==> src/tws_pkg.sv <==
// -----------------------------------------------------------------------------
// Timer wheel scheduler package
// Shared constants, codes, types and a helper function for the timer wheel.
// -----------------------------------------------------------------------------
package tws_pkg;

    localparam int NUM_TIMERS = 32;
    localparam int SLOTS      = 64;

    // field widths
    localparam int KIND_W   = 2;
    localparam int ID_W     = 5;
    localparam int PERIOD_W = 16;
    localparam int OPT_W    = 3;
    localparam int STAT_W   = 3;
    localparam int TICK_W   = 10;
    localparam int CFG_IDX_W  = 2;
    localparam int CFG_DATA_W = 16;

    // derived widths
    localparam int IDX_W  = (NUM_TIMERS > 1) ? $clog2(NUM_TIMERS) : 1;
    localparam int SLOT_W = $clog2(SLOTS);
    localparam int ACT_W  = $clog2(NUM_TIMERS + 1);
    localparam int CNT_W  = $clog2(PERIOD_W);

    // register reset values
    localparam logic [TICK_W-1:0]   TICK_MS_RST    = TICK_W'(10);
    localparam logic [PERIOD_W-1:0] MAX_PERIOD_RST = PERIOD_W'(630);

    // configuration register indexes
    localparam logic [CFG_IDX_W-1:0] CFG_TICK_MS    = CFG_IDX_W'(0);
    localparam logic [CFG_IDX_W-1:0] CFG_MAX_PERIOD = CFG_IDX_W'(1);

    // option bits
    localparam int OPT_ONCE    = 0;
    localparam int OPT_PERSIST = 1;
    localparam int OPT_IMM     = 2;

    typedef enum logic [KIND_W-1:0] {
        K_ADD    = 2'd0,
        K_DELETE = 2'd1,
        K_TICK   = 2'd2,
        K_NONE   = 2'd3
    } t_kind;

    typedef enum logic [STAT_W-1:0] {
        ST_OK          = 3'd0,
        ST_ON_WHEEL    = 3'd1,
        ST_BAD_PERIOD  = 3'd2,
        ST_BAD_OPTIONS = 3'd3,
        ST_NO_HANDLER  = 3'd4
    } t_status;

    localparam logic EV_STATUS = 1'b0;
    localparam logic EV_EXPIRY = 1'b1;

    typedef enum logic [2:0] {
        S_IDLE,
        S_DIV,
        S_ADD_CHK,
        S_IMM,
        S_PLACE,
        S_DEL,
        S_SCAN,
        S_STATUS
    } t_state;

    typedef struct packed {
        logic              on_wheel;
        logic              persist;
        logic [SLOT_W-1:0] slot;
        logic [SLOT_W-1:0] offset;
    } t_entry;

    typedef struct packed {
        logic             en;
        logic [IDX_W-1:0] idx;
        t_entry           entry;
    } t_tbl_wr;

    typedef struct packed {
        logic                done;
        logic [PERIOD_W-1:0] quo;
        logic                rem_zero;
    } t_div_out;

    // (cur + off) mod SLOTS, both operands below SLOTS
    function automatic logic [SLOT_W-1:0] wrap_slot(input logic [SLOT_W-1:0] cur,
                                                    input logic [SLOT_W-1:0] off);
        logic [SLOT_W:0] sum;
        sum = {1'b0, cur} + {1'b0, off};
        if (sum >= (SLOT_W+1)'(SLOTS)) begin
            sum = sum - (SLOT_W+1)'(SLOTS);
        end
        return sum[SLOT_W-1:0];
    endfunction

endpackage

==> src/tws_if.sv <==
// -----------------------------------------------------------------------------
// Timer wheel channel interfaces
// Request, result and configuration write channels with valid/ready.
// -----------------------------------------------------------------------------
interface tws_req_if;
    import tws_pkg::*;
    logic                valid;
    logic                ready;
    logic [KIND_W-1:0]   kind;
    logic [ID_W-1:0]     timer_id;
    logic [PERIOD_W-1:0] period_ms;
    logic [OPT_W-1:0]    options;
    logic                handler_valid;

    modport source (output valid, kind, timer_id, period_ms, options, handler_valid,
                    input ready);
    modport sink   (input valid, kind, timer_id, period_ms, options, handler_valid,
                    output ready);
endinterface

interface tws_res_if;
    import tws_pkg::*;
    logic              valid;
    logic              ready;
    logic              event_res;
    logic [ID_W-1:0]   expired_id;
    logic [STAT_W-1:0] status;
    logic [ACT_W-1:0]  active_count;
    logic              last;

    modport source (output valid, event_res, expired_id, status, active_count, last,
                    input ready);
    modport sink   (input valid, event_res, expired_id, status, active_count, last,
                    output ready);
endinterface

interface tws_cfg_if;
    import tws_pkg::*;
    logic                  valid;
    logic                  ready;
    logic [CFG_IDX_W-1:0]  index;
    logic [CFG_DATA_W-1:0] data;

    modport source (output valid, index, data, input ready);
    modport sink   (input valid, index, data, output ready);
endinterface

==> src/tws_divider.sv <==
// -----------------------------------------------------------------------------
// Timer wheel period divider
// Restoring divider, one quotient bit per cycle, period by tick length.
// -----------------------------------------------------------------------------
module tws_divider
    import tws_pkg::*;
(
    input  logic                i_clk,
    input  logic                i_rst_n,
    input  logic                i_start,
    input  logic [PERIOD_W-1:0] i_dividend,
    input  logic [TICK_W-1:0]   i_divisor,
    output t_div_out            o_div
);

    logic                r_busy;
    logic                r_done;
    logic [CNT_W-1:0]    r_cnt;
    logic [PERIOD_W-1:0] r_num;
    logic [TICK_W-1:0]   r_rem;
    logic [TICK_W-1:0]   r_den;

    logic [TICK_W:0]     w_rem_sh;
    logic [TICK_W:0]     w_diff;
    logic                w_ge;
    logic [TICK_W-1:0]   n_rem;

    always_comb begin
        w_rem_sh = {r_rem, r_num[PERIOD_W-1]};
        w_diff   = w_rem_sh - {1'b0, r_den};
        w_ge     = (w_rem_sh >= {1'b0, r_den});
        n_rem    = w_ge ? w_diff[TICK_W-1:0] : w_rem_sh[TICK_W-1:0];
    end

    always_ff @(posedge i_clk) begin
        if (!i_rst_n) begin
            r_busy <= 1'b0;
            r_done <= 1'b0;
            r_cnt  <= '0;
        end else begin
            r_done <= 1'b0;
            if (i_start) begin
                r_busy <= 1'b1;
                r_cnt  <= '0;
            end else if (r_busy) begin
                r_cnt <= r_cnt + CNT_W'(1);
                if (r_cnt == CNT_W'(PERIOD_W - 1)) begin
                    r_busy <= 1'b0;
                    r_done <= 1'b1;
                end
            end
        end
    end

    always_ff @(posedge i_clk) begin
        if (i_start) begin
            r_num <= i_dividend;
            r_rem <= '0;
            r_den <= i_divisor;
        end else if (r_busy) begin
            r_num <= {r_num[PERIOD_W-2:0], w_ge};
            r_rem <= n_rem;
        end
    end

    assign o_div.done     = r_done;
    assign o_div.quo      = r_num;
    assign o_div.rem_zero = (r_rem == '0);

endmodule

==> src/tws_table.sv <==
// -----------------------------------------------------------------------------
// Timer wheel entry table
// Per-timer state with one read port and one write port.
// -----------------------------------------------------------------------------
module tws_table
    import tws_pkg::*;
(
    input  logic             i_clk,
    input  logic             i_rst_n,
    input  logic [IDX_W-1:0] i_rd_idx,
    input  t_tbl_wr          i_wr,
    output t_entry           o_rd
);

    logic [NUM_TIMERS-1:0] r_on_wheel;
    logic [NUM_TIMERS-1:0] r_persist;
    logic [SLOT_W-1:0]     r_slot   [NUM_TIMERS];
    logic [SLOT_W-1:0]     r_offset [NUM_TIMERS];

    // control bits: clear at reset
    always_ff @(posedge i_clk) begin
        if (!i_rst_n) begin
            r_on_wheel <= '0;
            r_persist  <= '0;
        end else if (i_wr.en) begin
            r_on_wheel[i_wr.idx] <= i_wr.entry.on_wheel;
            r_persist[i_wr.idx]  <= i_wr.entry.persist;
        end
    end

    // slot and offset are read only while the entry is on the wheel
    always_ff @(posedge i_clk) begin
        if (i_wr.en) begin
            r_slot[i_wr.idx]   <= i_wr.entry.slot;
            r_offset[i_wr.idx] <= i_wr.entry.offset;
        end
    end

    assign o_rd.on_wheel = r_on_wheel[i_rd_idx];
    assign o_rd.persist  = r_persist[i_rd_idx];
    assign o_rd.slot     = r_slot[i_rd_idx];
    assign o_rd.offset   = r_offset[i_rd_idx];

endmodule

==> src/timer_wheel_scheduler.sv <==
// -----------------------------------------------------------------------------
// Timer wheel scheduler
// Hashed timing wheel: add, delete and tick requests over a table of timers.
// -----------------------------------------------------------------------------
// One request is handled at a time; the request channel is ready only while
// the sequencer is idle. Every request ends with one status result (last=1)
// that carries the number of timers on the wheel. An add passes through the
// bit-serial divider, which forms period / tick length and flags a zero
// remainder, and an immediate expiry adds one expiry result before the
// status; a delete clears the entry if it is on the wheel; in a tick, one
// table read port walks the entries in ascending index and emits an expiry
// for each hit. A stalled result output holds the walk in place.
// Configuration writes are accepted on every cycle and must land only while
// the block is idle. The on-wheel and persist bits of the timer table are
// cleared at reset; no clearing pass is needed.
// -----------------------------------------------------------------------------
module timer_wheel_scheduler
    import tws_pkg::*;
(
    input  logic      i_clk,
    input  logic      i_rst_n,
    tws_req_if.sink   i_req,
    tws_res_if.source o_res,
    tws_cfg_if.sink   i_cfg
);

    // configuration registers
    logic [TICK_W-1:0]   r_tick_ms;
    logic [PERIOD_W-1:0] r_max_period;

    // sequencer and request context
    t_state              r_state, n_state;
    t_kind               r_kind, n_kind;
    logic [IDX_W-1:0]    r_idx, n_idx;
    logic                r_id_ok, n_id_ok;
    logic [PERIOD_W-1:0] r_period, n_period;
    logic [OPT_W-1:0]    r_opt, n_opt;
    logic                r_handler, n_handler;
    t_status             r_st, n_st;
    logic [SLOT_W-1:0]   r_cur, n_cur;
    logic [ACT_W-1:0]    r_active, n_active;

    // output register
    logic                r_out_valid;
    logic                r_out_ev;
    logic [ID_W-1:0]     r_out_id;
    logic [STAT_W-1:0]   r_out_st;
    logic [ACT_W-1:0]    r_out_cnt;
    logic                r_out_last;

    logic                w_load;
    logic                w_load_ev;
    logic [ID_W-1:0]     w_load_id;
    logic [STAT_W-1:0]   w_load_st;
    logic [ACT_W-1:0]    w_load_cnt;
    logic                w_load_last;

    logic                w_room;
    logic                w_accept;
    logic                w_div_start;
    t_div_out            w_div;
    t_tbl_wr             w_wr;
    t_entry              w_rd;
    logic                w_bad_period;
    t_status             w_add_st;
    logic                w_hit;
    logic                w_scan_end;

    tws_divider u_div (
        .i_clk      (i_clk),
        .i_rst_n    (i_rst_n),
        .i_start    (w_div_start),
        .i_dividend (i_req.period_ms),
        .i_divisor  (r_tick_ms),
        .o_div      (w_div)
    );

    tws_table u_table (
        .i_clk    (i_clk),
        .i_rst_n  (i_rst_n),
        .i_rd_idx (r_idx),
        .i_wr     (w_wr),
        .o_rd     (w_rd)
    );

    // configuration port: always ready, index beyond the list is dropped
    assign i_cfg.ready = 1'b1;

    always_ff @(posedge i_clk) begin
        if (!i_rst_n) begin
            r_tick_ms    <= TICK_MS_RST;
            r_max_period <= MAX_PERIOD_RST;
        end else if (i_cfg.valid) begin
            case (i_cfg.index)
                CFG_TICK_MS:    r_tick_ms    <= i_cfg.data[TICK_W-1:0];
                CFG_MAX_PERIOD: r_max_period <= i_cfg.data[PERIOD_W-1:0];
                default: ;
            endcase
        end
    end

    assign i_req.ready = (r_state == S_IDLE);
    assign w_accept    = i_req.valid && (r_state == S_IDLE);
    assign w_room      = !r_out_valid || o_res.ready;

    // add checks, evaluated once the divider is done
    always_comb begin
        w_bad_period = (r_tick_ms == '0) || (r_period == '0) ||
                       (r_period > r_max_period) || !w_div.rem_zero ||
                       (w_div.quo >= PERIOD_W'(SLOTS));
        if (!r_id_ok) begin
            w_add_st = ST_OK;
        end else if (w_rd.on_wheel) begin
            w_add_st = ST_ON_WHEEL;
        end else if (w_bad_period) begin
            w_add_st = ST_BAD_PERIOD;
        end else if (r_opt[OPT_ONCE] && r_opt[OPT_PERSIST]) begin
            w_add_st = ST_BAD_OPTIONS;
        end else if (!r_handler) begin
            w_add_st = ST_NO_HANDLER;
        end else begin
            w_add_st = ST_OK;
        end
    end

    assign w_hit      = w_rd.on_wheel && (w_rd.slot == r_cur);
    assign w_scan_end = (r_idx == IDX_W'(NUM_TIMERS - 1));

    // next state
    always_comb begin
        n_state = r_state;
        case (r_state)
            S_IDLE: begin
                if (i_req.valid) begin
                    case (t_kind'(i_req.kind))
                        K_ADD:    n_state = S_DIV;
                        K_DELETE: n_state = S_DEL;
                        K_TICK:   n_state = S_SCAN;
                        default:  n_state = S_STATUS;
                    endcase
                end
            end
            S_DIV: begin
                if (w_div.done) begin
                    n_state = S_ADD_CHK;
                end
            end
            S_ADD_CHK: begin
                if (!r_id_ok || w_add_st != ST_OK) begin
                    n_state = S_STATUS;
                end else if (r_opt[OPT_IMM]) begin
                    n_state = S_IMM;
                end else begin
                    n_state = S_PLACE;
                end
            end
            S_IMM: begin
                if (w_room) begin
                    n_state = S_PLACE;
                end
            end
            S_PLACE:  n_state = S_STATUS;
            S_DEL:    n_state = S_STATUS;
            S_SCAN: begin
                if ((!w_hit || w_room) && w_scan_end) begin
                    n_state = S_STATUS;
                end
            end
            S_STATUS: begin
                if (w_room) begin
                    n_state = S_IDLE;
                end
            end
            default:  n_state = S_IDLE;
        endcase
    end

    // datapath, table writes and result loads
    always_comb begin
        n_kind      = r_kind;
        n_idx       = r_idx;
        n_id_ok     = r_id_ok;
        n_period    = r_period;
        n_opt       = r_opt;
        n_handler   = r_handler;
        n_st        = r_st;
        n_cur       = r_cur;
        n_active    = r_active;
        w_div_start = 1'b0;
        w_wr        = '0;
        w_wr.idx    = r_idx;
        w_wr.entry  = w_rd;
        w_load      = 1'b0;
        w_load_ev   = EV_STATUS;
        w_load_id   = '0;
        w_load_st   = ST_OK;
        w_load_cnt  = r_active;
        w_load_last = 1'b0;

        case (r_state)
            S_IDLE: begin
                if (w_accept) begin
                    n_kind    = t_kind'(i_req.kind);
                    n_period  = i_req.period_ms;
                    n_opt     = i_req.options;
                    n_handler = i_req.handler_valid;
                    n_id_ok   = ({1'b0, i_req.timer_id} < (ID_W+1)'(NUM_TIMERS));
                    n_st      = ST_OK;
                    if (t_kind'(i_req.kind) == K_TICK) begin
                        // advance the wheel and start the walk at entry zero
                        n_idx = '0;
                        n_cur = (r_cur == SLOT_W'(SLOTS - 1)) ? '0 : r_cur + SLOT_W'(1);
                    end else begin
                        n_idx = IDX_W'(i_req.timer_id);
                    end
                    w_div_start = (t_kind'(i_req.kind) == K_ADD);
                end
            end
            S_ADD_CHK: begin
                n_st = w_add_st;
            end
            S_IMM: begin
                // immediate expiry: count does not yet include the new timer
                if (w_room) begin
                    w_load    = 1'b1;
                    w_load_ev = EV_EXPIRY;
                    w_load_id = ID_W'(r_idx);
                end
            end
            S_PLACE: begin
                w_wr.en             = 1'b1;
                w_wr.entry.on_wheel = 1'b1;
                w_wr.entry.persist  = r_opt[OPT_PERSIST];
                w_wr.entry.offset   = w_div.quo[SLOT_W-1:0];
                w_wr.entry.slot     = wrap_slot(r_cur, w_div.quo[SLOT_W-1:0]);
                n_active            = r_active + ACT_W'(1);
            end
            S_DEL: begin
                if (r_id_ok && w_rd.on_wheel) begin
                    w_wr.en             = 1'b1;
                    w_wr.entry.on_wheel = 1'b0;
                    n_active            = r_active - ACT_W'(1);
                end
            end
            S_SCAN: begin
                if (w_hit && w_room) begin
                    // persistent: rearm one period ahead; one-shot: drop first
                    w_wr.en = 1'b1;
                    if (w_rd.persist) begin
                        w_wr.entry.slot = wrap_slot(r_cur, w_rd.offset);
                    end else begin
                        w_wr.entry.on_wheel = 1'b0;
                        n_active            = r_active - ACT_W'(1);
                    end
                    w_load     = 1'b1;
                    w_load_ev  = EV_EXPIRY;
                    w_load_id  = ID_W'(r_idx);
                    w_load_cnt = n_active;
                end
                if ((!w_hit || w_room) && !w_scan_end) begin
                    n_idx = r_idx + IDX_W'(1);
                end
            end
            S_STATUS: begin
                if (w_room) begin
                    w_load      = 1'b1;
                    w_load_st   = r_st;
                    w_load_last = 1'b1;
                end
            end
            default: ;
        endcase
    end

    always_ff @(posedge i_clk) begin
        if (!i_rst_n) begin
            r_state     <= S_IDLE;
            r_cur       <= '0;
            r_active    <= '0;
            r_out_valid <= 1'b0;
        end else begin
            r_state  <= n_state;
            r_cur    <= n_cur;
            r_active <= n_active;
            if (w_load) begin
                r_out_valid <= 1'b1;
            end else if (o_res.ready) begin
                r_out_valid <= 1'b0;
            end
        end
    end

    always_ff @(posedge i_clk) begin
        r_kind    <= n_kind;
        r_idx     <= n_idx;
        r_id_ok   <= n_id_ok;
        r_period  <= n_period;
        r_opt     <= n_opt;
        r_handler <= n_handler;
        r_st      <= n_st;
        if (w_load) begin
            r_out_ev   <= w_load_ev;
            r_out_id   <= w_load_id;
            r_out_st   <= w_load_st;
            r_out_cnt  <= w_load_cnt;
            r_out_last <= w_load_last;
        end
    end

    assign o_res.valid        = r_out_valid;
    assign o_res.event_res    = r_out_ev;
    assign o_res.expired_id   = r_out_id;
    assign o_res.status       = r_out_st;
    assign o_res.active_count = r_out_cnt;
    assign o_res.last         = r_out_last;

    // an accepted request always leaves idle
    a_accept_busy: assert property (@(posedge i_clk) disable iff (!i_rst_n)
        w_accept |=> (r_state != S_IDLE))
        else $error("request accepted but sequencer stayed idle");

    // add checks only run on a finished quotient
    a_div_done: assert property (@(posedge i_clk) disable iff (!i_rst_n)
        (r_state == S_DIV) && (n_state == S_ADD_CHK) |-> w_div.done)
        else $error("add check entered before divider finished");

    // placing a timer grows the active count by one
    a_place_count: assert property (@(posedge i_clk) disable iff (!i_rst_n)
        (r_state == S_PLACE) |=> (r_active == $past(r_active) + ACT_W'(1)))
        else $error("active count not incremented on place");

    // the final result of a request is always a status result
    a_last_status: assert property (@(posedge i_clk) disable iff (!i_rst_n)
        (o_res.valid && o_res.last) |-> (o_res.event_res == EV_STATUS))
        else $error("last result is not a status result");

    // the active count never exceeds the table size while a request is in progress
    a_count_range: assert property (@(posedge i_clk) disable iff (!i_rst_n)
        (r_state != S_IDLE) |-> (r_active <= ACT_W'(NUM_TIMERS)))
        else $error("active count out of range");

endmodule

==> src/flat_wrapper.sv <==
// flat-port wrapper written by rule: the top's interface ports become plain ports
module timer_wheel_scheduler_flat import tws_pkg::*;
  (i_clk, i_rst_n, i_req_valid, i_req_kind, i_req_timer_id, i_req_period_ms, i_req_options, i_req_handler_valid, i_req_ready, o_res_valid, o_res_event_res, o_res_expired_id, o_res_status, o_res_active_count, o_res_last, o_res_ready, i_cfg_valid, i_cfg_index, i_cfg_data, i_cfg_ready);
  tws_req_if i_req_i ();
  tws_res_if o_res_i ();
  tws_cfg_if i_cfg_i ();
  input  logic i_clk;
  input  logic i_rst_n;
  input wire logic [$bits(i_req_i.valid)-1:0] i_req_valid;
  input wire logic [$bits(i_req_i.kind)-1:0] i_req_kind;
  input wire logic [$bits(i_req_i.timer_id)-1:0] i_req_timer_id;
  input wire logic [$bits(i_req_i.period_ms)-1:0] i_req_period_ms;
  input wire logic [$bits(i_req_i.options)-1:0] i_req_options;
  input wire logic [$bits(i_req_i.handler_valid)-1:0] i_req_handler_valid;
  output wire logic [$bits(i_req_i.ready)-1:0] i_req_ready;
  output wire logic [$bits(o_res_i.valid)-1:0] o_res_valid;
  output wire logic [$bits(o_res_i.event_res)-1:0] o_res_event_res;
  output wire logic [$bits(o_res_i.expired_id)-1:0] o_res_expired_id;
  output wire logic [$bits(o_res_i.status)-1:0] o_res_status;
  output wire logic [$bits(o_res_i.active_count)-1:0] o_res_active_count;
  output wire logic [$bits(o_res_i.last)-1:0] o_res_last;
  input wire logic [$bits(o_res_i.ready)-1:0] o_res_ready;
  input wire logic [$bits(i_cfg_i.valid)-1:0] i_cfg_valid;
  input wire logic [$bits(i_cfg_i.index)-1:0] i_cfg_index;
  input wire logic [$bits(i_cfg_i.data)-1:0] i_cfg_data;
  output wire logic [$bits(i_cfg_i.ready)-1:0] i_cfg_ready;
  assign i_req_i.valid = i_req_valid;
  assign i_req_i.kind = i_req_kind;
  assign i_req_i.timer_id = i_req_timer_id;
  assign i_req_i.period_ms = i_req_period_ms;
  assign i_req_i.options = i_req_options;
  assign i_req_i.handler_valid = i_req_handler_valid;
  assign i_req_ready = i_req_i.ready;
  assign o_res_valid = o_res_i.valid;
  assign o_res_event_res = o_res_i.event_res;
  assign o_res_expired_id = o_res_i.expired_id;
  assign o_res_status = o_res_i.status;
  assign o_res_active_count = o_res_i.active_count;
  assign o_res_last = o_res_i.last;
  assign o_res_i.ready = o_res_ready;
  assign i_cfg_i.valid = i_cfg_valid;
  assign i_cfg_i.index = i_cfg_index;
  assign i_cfg_i.data = i_cfg_data;
  assign i_cfg_ready = i_cfg_i.ready;
  timer_wheel_scheduler u_core (.i_clk(i_clk), .i_rst_n(i_rst_n), .i_req(i_req_i), .o_res(o_res_i), .i_cfg(i_cfg_i));
endmodule
==> config.mk <==
export PLATFORM = sky130hd
export DESIGN_NAME = timer_wheel_scheduler_flat
export DESIGN_NICKNAME = d
export VERILOG_FILES = /design/src/tws_pkg.sv /design/src/tws_if.sv /design/src/tws_divider.sv /design/src/tws_table.sv /design/src/timer_wheel_scheduler.sv /design/src/flat_wrapper.sv
export SDC_FILE = /design/constraint.sdc
export NUM_CORES = 1
export LEC_CHECK = 0
export BUFFER_PORTS_ARGS = -buffer_cell sky130_fd_sc_hd__buf_4
export CAP_MARGIN = 20
export CORE_UTILIZATION = 45
export CTS_BUF_LIST = sky130_fd_sc_hd__clkbuf_2
export CTS_CLUSTER_DIAMETER = 150
export DETAILED_ROUTE_END_ITERATION = 8
export GPL_TIMING_DRIVEN = 0
export SLEW_MARGIN = 20
export SYNTH_ARGS = -nofsm -noshare
export SYNTH_HDL_FRONTEND = slang
export SYNTH_SLANG_ARGS = --single-unit
==> constraint.sdc <==
create_clock -name i_clk -period 6.16 [get_ports i_clk]
set_input_delay 1.232 -clock i_clk [delete_from_list [all_inputs] [get_ports i_clk]]
set_output_delay 1.232 -clock i_clk [all_outputs]
set_load 0.005 [all_outputs]
==> impl_metrics.tcl, run 1 <==
set metrics [dict create \
    status "completed" \
    syn_nets 2002 \
    rsz0062_at_grt "no" \
    drtAntennaViolNets 0 \
    start_kind "register" \
    cts_tree "yes" \
    die_h_um 240 \
    layout_min_cycle_time_ns 5.80 \
    vias 17125 \
    vdd_drop_max_uv 290 \
    drtIter0Drc 1399 \
    slew_headroom_pct 26.1 \
    antenna_found_initial 3 \
    die_area_um2 57500 \
    drc 0 \
    port_buffers 67 \
    cts_made_buffers 153 \
    routedWlPerCell_um 22.8 \
    numClockSinks 581 \
    drv_cap 0 \
    dieWidth_um 240 \
    rows 86 \
    grt_usage_pct 24.7 \
    dp_hpwl_um 47600 \
    synth_flop_cell "edfxtp_1" \
    clk_latency_ns 1.33 \
    layout_commonest_cell "edfxtp_1" \
    powerDensity_nw_per_um2 465 \
    yosys.area.top_type_share_pct 53.6 \
    cp.required_ns 7.06 \
    end_kind "register" \
    synthesis.area_um2 25500 \
    tightestPinTransition_ns 1.10 \
    period_share_pct 94.2 \
    setup_ws_ns 0.358 \
    grt_pass1_vias 17055 \
    dr.pass1.iters 6 \
    htreeDepth 4 \
    crit_fanout 32 \
    ys_ff_latch 581 \
    core_um2 55500 \
    nNetsFinal 2270 \
    synth_area_leaders "edfxtp_1, dfxtp_1, mux4_2" \
    maxSlewViolCount 0 \
    fmax_mhz 172 \
    ys_warn_count 0 \
    worstPathArrival_ns 6.70 \
    worstHoldPathType "input port to register" \
    finalPower_mw 13.5 \
    drt_wl_total_um 69200 \
    setup_viol 0 \
    pin_count 69 \
    async_flop_share_pct 0 \
    yosysTopAreaCell "edfxtp_1" \
    place_area_um2 27500 \
    skew_ns 0.108 \
    place.gp.congestion 0.911 \
    cts_root_buffer "clkbuf_2" \
    hold_viol 0 \
    grt-ovfl-total 0 \
    synth_edf_count 454 \
    yosysSeqAreaShare_pct 63.6 \
    path_class "register to register" \
    grt_pass1_wl_um 103000 \
    cts_buffer_depth 3 \
    place_ws_ns -0.207 \
    syn_inst 1904 \
    layout_common_cells "edfxtp_1, nand2_1, clkbuf_2" \
    grt_max_degree 33 \
    drive_gt1_share_pct 23.3 \
    p_leak_nw 10.4 \
    avgSynthCellArea_um2 13.4 \
    cts.clk_slew.worst_paths_ns 0.10 \
    ys_types 72 \
    viasPerCell 5.65 \
    initial_core_util_pct 45.8 \
    final_area_um2 29000 \
    syn2layout_area_growth_pct 14.0 \
]
==> logic make-up after synthesis <==
logic type	count (synthesis)	synth area share [%]
buffers and inverters	160	2.75
adders and majority gates	48	2.45
and+or+nand+nor	587	10.3
xor gates and xnor gates	33	1.14
other	1	0.0147
AOI/OAI and AO/OA	302	7.86
DFF	581	63.6
muxes	192	11.9
==> critical path, stage by stage (launching register included) <==
cell,delay [ns]
dfxtp_1,0.34
buf_6,0.14
buf_12,0.16
buf_6,0.19
buf_4,0.24
buf_1,0.50
clkbuf_1,0.66
mux4_2,0.42
mux4_2,0.48
mux2_2,0.35
ha_1,0.29
a21o_1,0.16
a21o_1,0.20
a21o_1,0.18
a21oi_1,0.18
xnor2_1,0.17
xnor2_1,0.14
nor3_1,0.07
a211o_2,0.53
==> per-layer routing <==
| layer | vias up | global-route usage [%] | share of wire [%] | wire, um |
|---|---|---|---|---|
| met5 | - | 0 | 0 | 0 |
| met4 | 0 | 11.6 | 3.2 | 2250 |
| met3 | 136 | 5.66 | 7.0 | 4860 |
| met2 | 663 | 39.2 | 47 | 32700 |
| met1 | 8482 | 32.2 | 43 | 29400 |
| li1 | 7844 | - | - | - |
==> cells in the mapped netlist, drive strengths merged (5+ instances only) <==
cell,n
and2,10
inv,51
a22o,6
or3,9
o21ai,60
a21o,12
nand3b,5
nor2b,10
and3,7
nand3,48
xnor2,16
nor3,36
a211o,9
edfxtp,454
ha,45
clkbuf,62
dfxtp,127
nor2,113
nand2b,8
o211ai,39
nor3b,8
a22oi,31
mux4,86
o22ai,36
buf,45
mux2i,88
xor2,17
mux2,18
a221oi,6
nand2,290
a21oi,61
a211oi,7
nor4,16
a31oi,5
o31ai,6
nand4,12
==> flip-flops by register name, indices dropped and copies added, names as in the netlist, 5 cells and up, named ones only <==
signal / count
u_core.u_table.r_offset: 192
u_core.r_period: 16
u_core.r_tick_ms: 10
u_core.u_div.r_rem: 10
u_core.r_max_period: 16
u_core.u_table.r_slot: 192
u_core.u_table.r_on_wheel: 32
u_core.o_res.expired_id: 5
u_core.u_table.r_persist: 32
u_core.r_cur: 6
u_core.u_div.r_num: 16
u_core.o_res.active_count: 6
u_core.r_idx: 5
u_core.u_div.r_den: 10
u_core.r_active: 6
==> power breakdown <==
| group | switching, mW | total, mW | leakage (nW) | internal (mW) |
|---|---|---|---|---|
| clock | 1.58 | 2.66 | 1.04 | 1.08 |
| combinational | 3.37 | 5.09 | 4.25 | 1.72 |
| sequential | 0.139 | 5.74 | 5.14 | 5.60 |
==> through the flow <==
| step | cells | hold WS [ns] | TNS [ns] | util, % |
|---|---|---|---|---|
| 2_1_floorplan | 1904 | 0.430 | 0 | - |
| 3_3_place_gp | 2719 | 0.445 | -105.43 | 48.4 |
| 3_5_place_dp | 2749 | 0.444 | -6.53 | 49.5 |
| 4_1_cts | 3027 | 0.00127 | 0 | 52.2 |
| 5_1_grt | 3029 | 0.0565 | 0 | 52.2 |
| 6_report | 3031 | 0.154 | 0 | 52.2 |
==> area by class of cell <==
cell class | instances | area, um^2
fill | 4838 | 26500
sequential | 581 | 16200
multi-input combinational | 1163 | 8770
clock buffer | 221 | 1110
timing repair buffer | 113 | 1040
tap | 748 | 936
buffer | 107 | 513
clock inverter | 41 | 259
inverter | 53 | 199
antenna | 4 | 10.0
==> path summary, 6_finish.rpt <==
kind              cells after the start  slack (ns)                                      to                                 from
setup / recovery                     18        0.36  u_core.u_table.r_slot[14][5]$_DFFE_PP_                             register
hold / removal                        1        0.15           u_core.r_period[10]$_DFFE_PP_                  i_req_period_ms[10]
setup reg to reg                     18        0.36  u_core.u_table.r_slot[14][5]$_DFFE_PP_                             register
hold reg to reg                       2        0.46     u_core.r_max_period[3]$_SDFFE_PN0P_  u_core.r_max_period[3]$_SDFFE_PN0P_
==> timing repair <==
item,CTS,global route
resized for setup,5,5
hold endpoints to repair,16,0
pin swaps,0,0
hold buffers,16,0
gates cloned,0,0
setup endpoints to repair,32,64
buffers inserted,0,0
Power figures use the tool's default switching activity.
==> run 2: changes to the inputs <==
Settings changed: CELL_PAD_IN_SITES_DETAIL_PLACEMENT set to 1, CELL_PAD_IN_SITES_GLOBAL_PLACEMENT set to 1, CORE_MARGIN set to 4, PLACE_DENSITY_LB_ADDON set to 0.1, SLEW_MARGIN 20 to 0.
==> run 2 against run 1 <==
Worst setup slack got worse by 0.075 ns. Sequential cell count unchanged. Die area increased by 5.1%. Clock skew increased by 0.012 ns. Count of clock-buffer cells in the layout increased by 11. Clock power increased by 4%. Largest cell class unchanged. Largest power group unchanged.
==> impl_metrics.tcl, run 2 (synthesized netlist as in run 1, its figures left out) <==
set metrics [dict create \
    status "completed" \
    use_met3_pct 5.57 \
    utilization_pct 52.8 \
    layout_commonest_cell "edfxtp_1" \
    tightestPinTransition_ns 1.06 \
    nNetsFinal 2288 \
    drt_wl_total_um 75500 \
    crit_fanout 32 \
    die_area_um2 60400 \
    grt_pass1_vias 18994 \
    drtAntennaViolNets 0 \
    dp.cells 2761 \
    place.gp.congestion 0.819 \
    layout_min_cycle_time_ns 5.88 \
    finalPower_mw 13.7 \
    end_kind "register" \
    grt_max_degree 33 \
    pin_count 69 \
    viasPerCell 5.71 \
    numClockSinks 581 \
    powerDensity_nw_per_um2 468 \
    routedWlPerCell_um 24.7 \
    htreeDepth 4 \
    place_area_um2 27600 \
    setup_viol 0 \
    fin_cells 3058 \
    cts_made_buffers 152 \
    worstHoldPathType "input port to register" \
    drive_gt1_share_pct 24.1 \
    top_usage_layer "met2" \
    layout_common_cells "edfxtp_1, nand2_1, clkbuf_2" \
    cts.clk_slew.worst_paths_ns 0.09 \
    period_share_pct 95.4 \
    fmax_mhz 170 \
    syn2layout_area_growth_pct 15.3 \
    drc 0 \
    dieWidth_um 246 \
    top_regs "u_core.u_table.r_offset (192), u_core.u_table.r_slot (192)" \
    port_buffers 67 \
    setup_ws_ns 0.283 \
    slew_headroom_pct 29.0 \
    die_h_um 246 \
    final_area_um2 29300 \
    core_um2 55500 \
    vias 17447 \
    path_class "register to register" \
    hold_viol 0 \
    start_kind "register" \
    drtIter0Drc 1258 \
    dp_hpwl_um 53800 \
    initial_core_util_pct 45.8 \
    vdd_drop_max_uv 290 \
    skew_ns 0.121 \
    antenna_found_initial 1 \
    cts_tree "yes" \
    gr-usage-met1_pct 33.2 \
    grt_pass1_wl_um 115000 \
    use_met2_pct 42.5 \
    cts_root_buffer "clkbuf_2" \
    rsz0062_at_grt "no" \
    worstPathArrival_ns 6.77 \
    p_leak_nw 10.6 \
    grt-ovfl-total 0 \
    rows 86 \
    place_ws_ns -0.454 \
    drv_cap 0 \
    grt_usage_pct 25.4 \
    maxSlewViolCount 0 \
    cts_buffer_depth 3 \
    cp.required_ns 7.05 \
    clk_latency_ns 1.35 \
    dr.pass1.iters 5 \
]
==> run 2: repair_timing <==
| action | CTS | global route |
|---|---|---|
| hold buffers | 22 | 0 |
| setup endpoints to repair | 96 | 50 |
| hold endpoints to repair | 22 | 0 |
| pin swaps | 0 | 0 |
| gates resized for setup | 9 | 6 |
| setup buffers | 0 | 0 |
==> run 2: final timing paths <==
path / cells after the start / slack [ns] / end / from
worst max-delay path: 18 / 0.28 / u_core.u_table.r_slot[6][5]$_DFFE_PP_ / register
worst min-delay path: 3 / 0.20 / u_core.r_tick_ms[3]$_SDFFE_PN1P_ / i_cfg_data[3]
worst max register to register: 18 / 0.28 / u_core.u_table.r_slot[6][5]$_DFFE_PP_ / register
worst min register to register: 2 / 0.46 / u_core.r_max_period[13]$_SDFFE_PN0P_ / u_core.r_max_period[13]$_SDFFE_PN0P_
==> run 2: layout make-up <==
class	count	area, um^2
antenna	2	5.00
buffer	106	519
clock buffer	232	1160
clock inverter	40	256
fill	5834	26200
inverter	53	199
multi-input combinational	1163	8690
sequential	581	16200
tap	748	936
timing repair buffer	133	1390
==> run 2: metrics by stage <==
step           TNS (ns)  hold slack, ns
2_1_floorplan         0           0.430
3_3_place_gp     -96.96           0.447
3_5_place_dp     -24.56           0.449
4_1_cts               0        0.000899
5_1_grt               0          0.0539
6_report              0           0.198
==> run 2: critical path: stages (launching register included) <==
cell	delay (ns)
dfxtp_1	0.33
buf_6	0.14
buf_12	0.15
buf_6	0.18
buf_4	0.23
buf_1	0.57
clkbuf_1	0.60
mux4_2	0.42
mux4_2	0.45
mux2_2	0.34
ha_1	0.29
a21o_1	0.16
a21o_1	0.19
a21o_1	0.18
a21oi_1	0.27
xnor2_1	0.18
xnor2_1	0.14
nor3_1	0.06
a211o_2	0.54
==> run 2: metal layers <==
metal  vias up  share of wire [%]
met5         -                  0
met4         0                2.3
met3       136                5.6
met2       492                 50
met1      8942                 42
li1       7877                  -
==> run 2: where the power goes <==
group | internal (mW) | switching (mW)
Clock | 1.16 | 1.60
Combinational | 1.79 | 3.43
Sequential | 5.60 | 0.146
Total | 8.55 | 5.18
==> run 3: changes to the inputs <==
Settings changed: BUFFER_PORTS_ARGS -buffer_cell sky130_fd_sc_hd__buf_4 to -buffer_cell sky130_fd_sc_hd__buf_2, CORE_MARGIN 4 to unset.
==> run 3 against run 2 <==
Die area down 4.8%. Via count down 0.25%. First-iteration DRC count fell by 8.3%. Largest cell class unchanged. Register-to-register slack got worse by 0.08 ns. Fmax fell by 1.3%. Power increased by 1.1%. Clock power grew 4%.
==> impl_metrics.tcl, run 3 (synthesized netlist as in run 1, its figures left out) <==
set metrics [dict create \
    fmax_mhz 168 \
    p_int_mw 8.61 \
    port_buffers 67 \
    layout_commonest_cell "edfxtp_1" \
    fin_cells 3053 \
    finalPower_mw 13.9 \
    powerDensity_nw_per_um2 476 \
    hold_viol 0 \
    p_switching_mw 5.27 \
    initial_core_util_pct 45.8 \
    power.share.clock_pct 20.7 \
    status "completed" \
    core_um2 55500 \
    viasPerCell 5.70 \
    grt_max_degree 33 \
    grt_pass1_wl_um 112000 \
    grt-ovfl-total 0 \
    place.gp.congestion 0.862 \
    cts_tree "yes" \
    dp.cells 2762 \
    start_kind "register" \
    drv_cap 0 \
    comb_power_share_pct 38.0 \
    top_regs "u_core.u_table.r_offset (192), u_core.u_table.r_slot (192)" \
    skew_ns 0.160 \
    p_seq_share_pct 41.4 \
    end_kind "register" \
    clk_latency_ns 1.39 \
    crit_fanout 32 \
    vias 17404 \
    grt_usage_pct 26.6 \
    worstPathArrival_ns 6.86 \
    worstHoldPathType "input port to register" \
    setup_viol 0 \
    layout_min_cycle_time_ns 5.95 \
    drive_gt1_share_pct 24.4 \
    die_area_um2 57500 \
    vdd_drop_max_uv 251 \
    period_share_pct 96.7 \
    cts_setup_buffers 0 \
    cts_buffer_depth 3 \
    swShare_pct 37.9 \
    pin_count 69 \
    htreeDepth 4 \
    cts_made_buffers 152 \
    setup_ws_ns 0.206 \
    tightestPinTransition_ns 1.13 \
    antenna_found_initial 1 \
    place_ws_ns -0.268 \
    grt_pass1_vias 18320 \
    maxSlewViolCount 0 \
    p_leak_nw 10.6 \
    nNetsFinal 2277 \
    drt_wl_total_um 74700 \
    layout_common_cells "edfxtp_1, nand2_1, clkbuf_2" \
    syn2layout_area_growth_pct 14.5 \
    slew_headroom_pct 23.7 \
    dp_hpwl_um 53000 \
    cts_root_buffer "clkbuf_2" \
    path_class "register to register" \
    dr.pass1.iters 5 \
    drtAntennaViolNets 0 \
    cts.clk_slew.worst_paths_ns 0.10 \
    routedWlPerCell_um 24.5 \
    rows 86 \
    regToRegSetupSlack_ns 0.21 \
    numClockSinks 581 \
    rsz0062_at_grt "no" \
    drc 0 \
    cp.required_ns 7.07 \
    tns_ns 0 \
    dieWidth_um 240 \
    die_h_um 240 \
    drtIter0Drc 1154 \
]
==> run 3: final timing paths <==
check	startpoint	end	depth (start not counted)
min	i_req_period_ms[5]	u_core.r_period[5]$_DFFE_PP_	1
max reg2reg	register	u_core.u_table.r_slot[26][5]$_DFFE_PP_	15
min reg2reg	u_core.r_max_period[13]$_SDFFE_PN0P_	u_core.r_max_period[13]$_SDFFE_PN0P_	2
max	register	u_core.u_table.r_slot[26][5]$_DFFE_PP_	15
==> run 3: timing repair <==
item                                   4_1_cts  5_1_grt
endpoints found under the hold margin        9        0
resized for setup                            7        1
hold buffers                                 9        0
setup endpoints to repair                   87       20
==> run 3: per-layer routing <==
layer	track usage, %	vias up	part of all wire, %
met5	0	-	0
met4	9.01	0	1.9
met3	5.12	107	5.2
met2	44.0	469	50
met1	35.2	8967	43
li1	-	7861	-
==> run 3: power by group through the flow <==
stage          Combinational (mW)  Clock (mW)  Sequential (mW)
2_1_floorplan                3.17           0             5.81
3_3_place_gp                 4.62           0             5.90
5_1_grt                      5.68        3.13             5.77
3_5_place_dp                 5.19           0             5.84
4_1_cts                      5.22        2.95             5.75
6_report                     5.27        2.87             5.74
==> run 3: final cells by class <==
| type | count | area (um^2) |
|---|---|---|
| Clock inverter | 46 | 323 |
| Inverter | 53 | 199 |
| Buffer | 107 | 519 |
| Antenna cell | 1 | 2.50 |
| Multi-Input combinational cell | 1163 | 8690 |
| Clock buffer | 233 | 1170 |
| Tap cell | 748 | 936 |
| Timing Repair Buffer | 121 | 1140 |
| Fill cell | 5823 | 26400 |
| Sequential cell | 581 | 16200 |
==> run 3: critical path: stages, from the launching register on <==
cell	delay [ns]
dfxtp_1	0.48
buf_2	0.32
clkbuf_1	0.66
clkdlybuf4s15_2	0.59
mux4_2	0.62
mux4_2	0.48
mux2_2	0.34
ha_1	0.29
a21o_1	0.15
a21o_1	0.19
a21o_1	0.18
a21oi_1	0.28
xnor2_1	0.18
xnor2_1	0.15
nor3_1	0.07
a211o_2	0.54
==> run 3: metrics by stage <==
stage / hold WS, ns / area, um^2 / utilization, %
finish: 0.164 / 29200 / 52.5
global route: 0.0740 / 29200 / 52.5
CTS: 0.00214 / 29100 / 52.4
detailed placement: 0.455 / 27500 / 49.5
global placement: 0.447 / 26700 / 48.1
floorplan: 0.430 / 25500 / -
